File: src/rtl/g24sd_pkg.sv
`timescale 1ns / 1ps
`default_nettype none

package g24sd_pkg;

   localparam int HALF_W = 12;
   localparam int WORD_W = 2 * HALF_W;
   localparam int WT_W   = 4;

   typedef logic [HALF_W-1:0] half_type;
   typedef logic [WORD_W-1:0] word_type;
   typedef logic [WT_W-1:0]   weight_type;

   typedef struct packed {
      word_type corrected_word;
      logic     decode_failure;
   } result_type;

   // Rows of the generator side matrix B (bit k of a row is column k)
   localparam half_type GOLAY_B [HALF_W] = '{
      12'hB71, 12'hDB8, 12'hADC, 12'h96E, 12'h8B7, 12'hC5B,
      12'hE2D, 12'hF16, 12'hB8B, 12'hDC5, 12'hEE2, 12'h7FF
   };

   // Hamming weight of a half word
   function automatic weight_type bit_weight(input half_type v);
      weight_type n;
      n = '0;
      for (int k = 0; k < HALF_W; k++) begin
         n = n + weight_type'(v[k]);
      end
      return n;
   endfunction

   // v times B: XOR of the rows picked by the set bits of v
   function automatic half_type times_b(input half_type v);
      half_type acc;
      acc = '0;
      for (int k = 0; k < HALF_W; k++) begin
         if (v[k]) begin
            acc = acc ^ GOLAY_B[k];
         end
      end
      return acc;
   endfunction

endpackage

`default_nettype wire

File: src/rtl/g24sd_req_if.sv
`timescale 1ns / 1ps
`default_nettype none

interface g24sd_req_if
   import g24sd_pkg::*;
();
   logic     valid;
   logic     ready;
   word_type received_word;

   modport source (output valid, output received_word, input ready);
   modport sink   (input valid, input received_word, output ready);
endinterface

`default_nettype wire

File: src/rtl/g24sd_rsp_if.sv
`timescale 1ns / 1ps
`default_nettype none

interface g24sd_rsp_if
   import g24sd_pkg::*;
();
   logic     valid;
   logic     ready;
   word_type corrected_word;
   logic     decode_failure;

   modport source (output valid, output corrected_word, output decode_failure, input ready);
   modport sink   (input valid, input corrected_word, input decode_failure, output ready);
endinterface

`default_nettype wire

File: src/rtl/golay24_syndrome_decoder.sv
`timescale 1ns / 1ps
`default_nettype none

// Channel   Dir  Payload                                  Handshake
// req_if    in   received_word[23:0]                      valid/ready
// rsp_if    out  corrected_word[23:0], decode_failure     valid/ready
//
// One request per cycle when not stalled; it passes the request register, then the result register.
// The syndrome, the weight checks and the correction sit between the request
// register and the result register in one pass of logic.
// Reset clears both valid flags; the payload registers keep what they hold.
// A stalled result holds its register; the request stage still fills behind it.

module golay24_syndrome_decoder
   import g24sd_pkg::*;
(
   input  wire logic  clock,
   input  wire logic  reset,
   g24sd_req_if.sink  req_if,
   g24sd_rsp_if.source rsp_if
);

   logic       in_valid_ff;
   logic       in_valid_in;
   word_type   word_ff;
   logic       out_valid_ff;
   logic       out_valid_in;
   result_type result_ff;
   result_type decoded;
   logic       out_free;

   // Result register frees when empty or taken this cycle
   assign out_free      = !out_valid_ff || rsp_if.ready;
   assign req_if.ready  = !in_valid_ff || out_free;

   assign in_valid_in   = req_if.ready ? req_if.valid : in_valid_ff;
   assign out_valid_in  = out_free ? in_valid_ff : out_valid_ff;

   // Capture request word
   always_ff @(posedge clock) begin
      if (reset) begin
         in_valid_ff <= 1'b0;
      end else begin
         in_valid_ff <= in_valid_in;
      end
      if (req_if.valid && req_if.ready) begin
         word_ff <= req_if.received_word;
      end
   end

   g24sd_decode u_decode (
      .word   (word_ff),
      .result (decoded)
   );

   // Advance decoded word into the result register
   always_ff @(posedge clock) begin
      if (reset) begin
         out_valid_ff <= 1'b0;
      end else begin
         out_valid_ff <= out_valid_in;
      end
      if (out_free && in_valid_ff) begin
         result_ff <= decoded;
      end
   end

   assign rsp_if.valid          = out_valid_ff;
   assign rsp_if.corrected_word = result_ff.corrected_word;
   assign rsp_if.decode_failure = result_ff.decode_failure;

endmodule

`default_nettype wire

File: src/rtl/g24sd_decode.sv
`timescale 1ns / 1ps
`default_nettype none

module g24sd_decode
   import g24sd_pkg::*;
(
   input  word_type   word,
   output result_type result
);

   half_type   syn;
   half_type   syn_b;
   half_type   err_left;
   half_type   err_right;
   half_type   diff;
   weight_type wt_syn;
   weight_type wt_syn_b;
   logic       found;

   // Form syndrome and its image under B
   assign syn      = word[HALF_W-1:0] ^ times_b(word[WORD_W-1:HALF_W]);
   assign syn_b    = times_b(syn);
   assign wt_syn   = bit_weight(syn);
   assign wt_syn_b = bit_weight(syn_b);

   // Try the four rules in order; lowest row wins within a rule
   always_comb begin
      found     = 1'b0;
      err_left  = '0;
      err_right = '0;
      diff      = '0;
      if (wt_syn <= weight_type'(3)) begin
         err_left = syn;
         found    = 1'b1;
      end
      for (int i = 0; i < HALF_W; i++) begin
         diff = syn ^ GOLAY_B[i];
         if (!found && bit_weight(diff) <= weight_type'(2)) begin
            err_left  = diff;
            err_right = half_type'(1) << i;
            found     = 1'b1;
         end
      end
      if (!found && (wt_syn_b == weight_type'(2) || wt_syn_b == weight_type'(3))) begin
         err_right = syn_b;
         found     = 1'b1;
      end
      for (int i = 0; i < HALF_W; i++) begin
         diff = syn_b ^ GOLAY_B[i];
         if (!found && bit_weight(diff) == weight_type'(2)) begin
            err_left  = half_type'(1) << i;
            err_right = diff;
            found     = 1'b1;
         end
      end
   end

   // Apply the error pattern, or flag failure with a zero word
   always_comb begin
      if (found) begin
         result.corrected_word = word ^ {err_right, err_left};
         result.decode_failure = 1'b0;
      end else begin
         result.corrected_word = '0;
         result.decode_failure = 1'b1;
      end
   end

endmodule

`default_nettype wire
File: src/flat_wrapper.sv
// flat-port wrapper written by rule: the top's interface ports become plain ports
module golay24_syndrome_decoder_flat import g24sd_pkg::*;
  (clock, reset, req_if_valid, req_if_received_word, req_if_ready, rsp_if_valid, rsp_if_corrected_word, rsp_if_decode_failure, rsp_if_ready);
  g24sd_req_if req_if_i ();
  g24sd_rsp_if rsp_if_i ();
  input  wire logic clock;
  input  wire logic reset;
  input wire logic [$bits(req_if_i.valid)-1:0] req_if_valid;
  input wire logic [$bits(req_if_i.received_word)-1:0] req_if_received_word;
  output wire logic [$bits(req_if_i.ready)-1:0] req_if_ready;
  output wire logic [$bits(rsp_if_i.valid)-1:0] rsp_if_valid;
  output wire logic [$bits(rsp_if_i.corrected_word)-1:0] rsp_if_corrected_word;
  output wire logic [$bits(rsp_if_i.decode_failure)-1:0] rsp_if_decode_failure;
  input wire logic [$bits(rsp_if_i.ready)-1:0] rsp_if_ready;
  assign req_if_i.valid = req_if_valid;
  assign req_if_i.received_word = req_if_received_word;
  assign req_if_ready = req_if_i.ready;
  assign rsp_if_valid = rsp_if_i.valid;
  assign rsp_if_corrected_word = rsp_if_i.corrected_word;
  assign rsp_if_decode_failure = rsp_if_i.decode_failure;
  assign rsp_if_i.ready = rsp_if_ready;
  golay24_syndrome_decoder u_core (.clock(clock), .reset(reset), .req_if(req_if_i), .rsp_if(rsp_if_i));
endmodule
File: config.mk
export PLATFORM = sky130hd
export DESIGN_NAME = golay24_syndrome_decoder_flat
export DESIGN_NICKNAME = d
export VERILOG_FILES = /design/src/rtl/g24sd_pkg.sv /design/src/rtl/g24sd_req_if.sv /design/src/rtl/g24sd_rsp_if.sv /design/src/rtl/golay24_syndrome_decoder.sv /design/src/rtl/g24sd_decode.sv /design/src/flat_wrapper.sv
export SDC_FILE = /design/constraint.sdc
export NUM_CORES = 1
export LEC_CHECK = 0
export ABC_CLOCK_PERIOD_IN_PS = 12570
export BUFFER_PORTS_ARGS = -buffer_cell sky130_fd_sc_hd__buf_2
export CORE_MARGIN = 5
export CORE_UTILIZATION = 40
export CTS_BUF_LIST = sky130_fd_sc_hd__clkbuf_4 sky130_fd_sc_hd__clkbuf_8
export DETAILED_ROUTE_END_ITERATION = 16
export HOLD_SLACK_MARGIN = 0.12
export PLACE_DENSITY_LB_ADDON = 0.08
export SYNTH_ARGS = -nofsm -noshare
export SYNTH_HDL_FRONTEND = slang
export SYNTH_HIERARCHICAL = 1
export SYNTH_SLANG_ARGS = --single-unit
File: constraint.sdc
create_clock -name clock -period 12.57 [get_ports clock]
set_input_delay 1.257 -clock clock [delete_from_list [all_inputs] [get_ports clock]]
set_output_delay 1.257 -clock clock [all_outputs]
set_load 0.02 [all_outputs]
==> run summary <==
Via Count: 8322
Clock Latency Late Sink: 0.30 ns
I/O pin count: 55
post-CTS setup buffers: 0
H-tree Lvls: 2
first-pass GRT wire length: 49300 um
CTS tree: built
clk_skew: 0.00533 ns
Yosys warnings: 6
GP Congestion: 0.953
initial antenna violation count: 0
post-synthesis mux area share: 0.885%
asr flop ratio synth: 0%
DR WL/cell: 19.4 um
initial core utilization: 40.6%
Tot GR Track Use: 20.1%
Critical Path Source Type: flop
most frequent CP cell: fa_1
clock transition at the registers of the reported paths: 0.09 ns
minimum clock period: 9.88 ns
delay-heaviest family, CP: adder cells
compound-cell area share of the yosys netlist: 8.21%
CP max stage delay: 0.87 ns
core footprint: 27900 um2
post-synthesis xor/xnor area fraction: 10.4%
slowest CP cell: xnor2_1
row cnt: 61
final setup vio count: 0
fraction of layout cells with a size suffix above 1: 11.3%
final hold violations: 0
Seq/Total Area, Yosys: 13.4%
deepest clock path buffer count: 2
crit path DAT: 9.98 ns
Worst Path Max Fanout: 10
simple-gate share of the synthesized area: 13.9%
vias per inst: 5.27
Cell Area, Synth: 11300 um2
Area Growth Syn to Fin: 8.86%
Sink Count: 51
Synth Area in Adders: 44.8%
Resize count post-CTS: 0
status: finished, final reports clean
CTS buffer count: 5
unrepaired setup endpoints after global routing: false
largest family of logic cells by synthesized area: adder cells
commonest non-fill, non-tap cell in the layout: inv_1
Post-Syn Instances: 1133
Vert. Die Dim: 178 um
Max-slew headroom: 12.5%
Fmax: 101 MHz
CP endpoint kind: flop
# Max-Cap Violations: 0
Net Count, Synth: 1457
Yosys cell types: 85
HPWL after DPL: 25100 um
post-route DRC violation count: 0
Yosys reg bits: 51
worst endpoint required time: 12.67 ns
Antenna diodes: 0
class of the worst hold path: flop to flop
Syn Area/Cell: 9.98 um2
Overflow after GRT: 0
PortBufs: 54
internal reg-to-reg setup slack: 2.69 ns
critical setup path kind: flop to flop
die area: 31700 um2
clock root cell: clkbuf_8
vias in the first global route: 8838
Final period util: 78.6%
number of enable flip-flop cells after synthesis: 49
Max Slew Vio Count: 0
FILL cells: 2784
Fin Setup TNS: 0 ns
Chip Width: 178 um
initial drt markers: 551
Post-synth top flop: edfxtp_1
hold_buf cts: 0
WP buf/inv: 5
largest net degree at the start of global routing: 26
pin slew with the least headroom to its limit: 1.30 ns
Post-Route WL: 30700 um
detailed-router iteration count before antenna repair: 5
# nets final: 1523
commonest cells after routing, fill and taps aside: inv_1 (224), fa_1 (181), ha_1 (115)
antenna viol nets, final: 0
-- worst reg2reg max path, stage by stage, from the launching register on --
cell and delay (ns):
edfxtp_1 0.54, xor2_2 0.25, xnor2_1 0.37, xnor2_1 0.16
buf_4 0.23, inv_1 0.28, fa_1 0.72, xnor2_1 0.16
xnor2_1 0.87, inv_1 0.67, fa_1 0.66, fa_1 0.51
inv_1 0.05, fa_1 0.47, inv_1 0.05, fa_1 0.44
ha_1 0.22, fa_1 0.38, and3_1 0.15, o211ai_1 0.33
nor4bb_1 0.40, nand4_1 0.24, nor4_2 0.53, nor2_1 0.11
nor4b_1 0.17, a41oi_1 0.34, mux2i_1 0.38
-- per-stage QoR --
stage	setup WS (ns)	cells	hold slack [ns]	util [%]	instance area (um2)
finish	2.69	1578	0.490	44.2	12300
global route	1.87	1578	0.535	44.2	12300
CTS	2.60	1578	0.496	44.2	12300
detailed placement	2.63	1570	0.483	43.7	12200
global placement	2.82	1570	0.482	43.7	12200
floorplan	3.16	1133	0.461	-	11300
-- flip-flops by register name, indices dropped and copies added (netlist names) --
signal	flops
u_core/in_valid_ff	1
u_core/rsp_if.corrected_word	24
u_core/rsp_if.decode_failure	1
u_core/rsp_if.valid	1
u_core/word_ff	24
-- metal layers --
metal | global-route usage, % | wire, um | vias up
met5 | 0 | 0 | -
met4 | 5.45 | 939 | 0
met3 | 2.86 | 1730 | 67
met2 | 34.1 | 14600 | 275
met1 | 27.1 | 13400 | 4096
li1 | - | - | 3884
-- cells by family after synthesis --
kind of cell	Yosys count
DFF	51
AOI/OAI and AO/OA	136
buffers and inverters	246
xor gates and xnor gates	113
adders and majority gates	296
and+or+nand+nor	281
muxes	10
-- final timing paths --
check                                  start  depth (start not counted)                                    endpoint
max             u_core/word_ff[23]$_DFFE_PP_                         26  u_core/rsp_if.corrected_word[22]$_DFFE_PP_
min          u_core/in_valid_ff$_SDFFE_PP0P_                          2            u_core/rsp_if.valid$_SDFFE_PP0P_
min reg2reg  u_core/in_valid_ff$_SDFFE_PP0P_                          2            u_core/rsp_if.valid$_SDFFE_PP0P_
max reg2reg     u_core/word_ff[23]$_DFFE_PP_                         26  u_core/rsp_if.corrected_word[22]$_DFFE_PP_
-- final cells by class --
cell class                      instances  area, um2  share of cell area [%]
Clock buffer                            6       76.3                   0.620
Timing Repair Buffer                   78        450                    3.66
Clock inverter                          2       60.1                   0.488
Inverter                              227        855                    6.94
Tap cell                              378        473                    3.84
Multi-Input combinational cell        836       8890                    72.2
Sequential cell                        51       1510                    12.3
-- synthesized netlist by cell type, types with 15 or more instances --
master	n	area, um2
nand2_1	46	173
fa_1	181	3620
o211ai_1	24	180
nor3_1	23	115
ha_1	115	1440
nor4_1	15	93.8
inv_1	224	841
edfxtp_1	49	1470
nor2_1	59	221
nand4_1	23	144
xor2_1	25	219
xnor2_1	72	631
a21oi_1	45	225
nand3_1	25	125
Power is not shown: default switching activity piles up to over one toggle a cycle in this logic, so the estimate is an artifact.
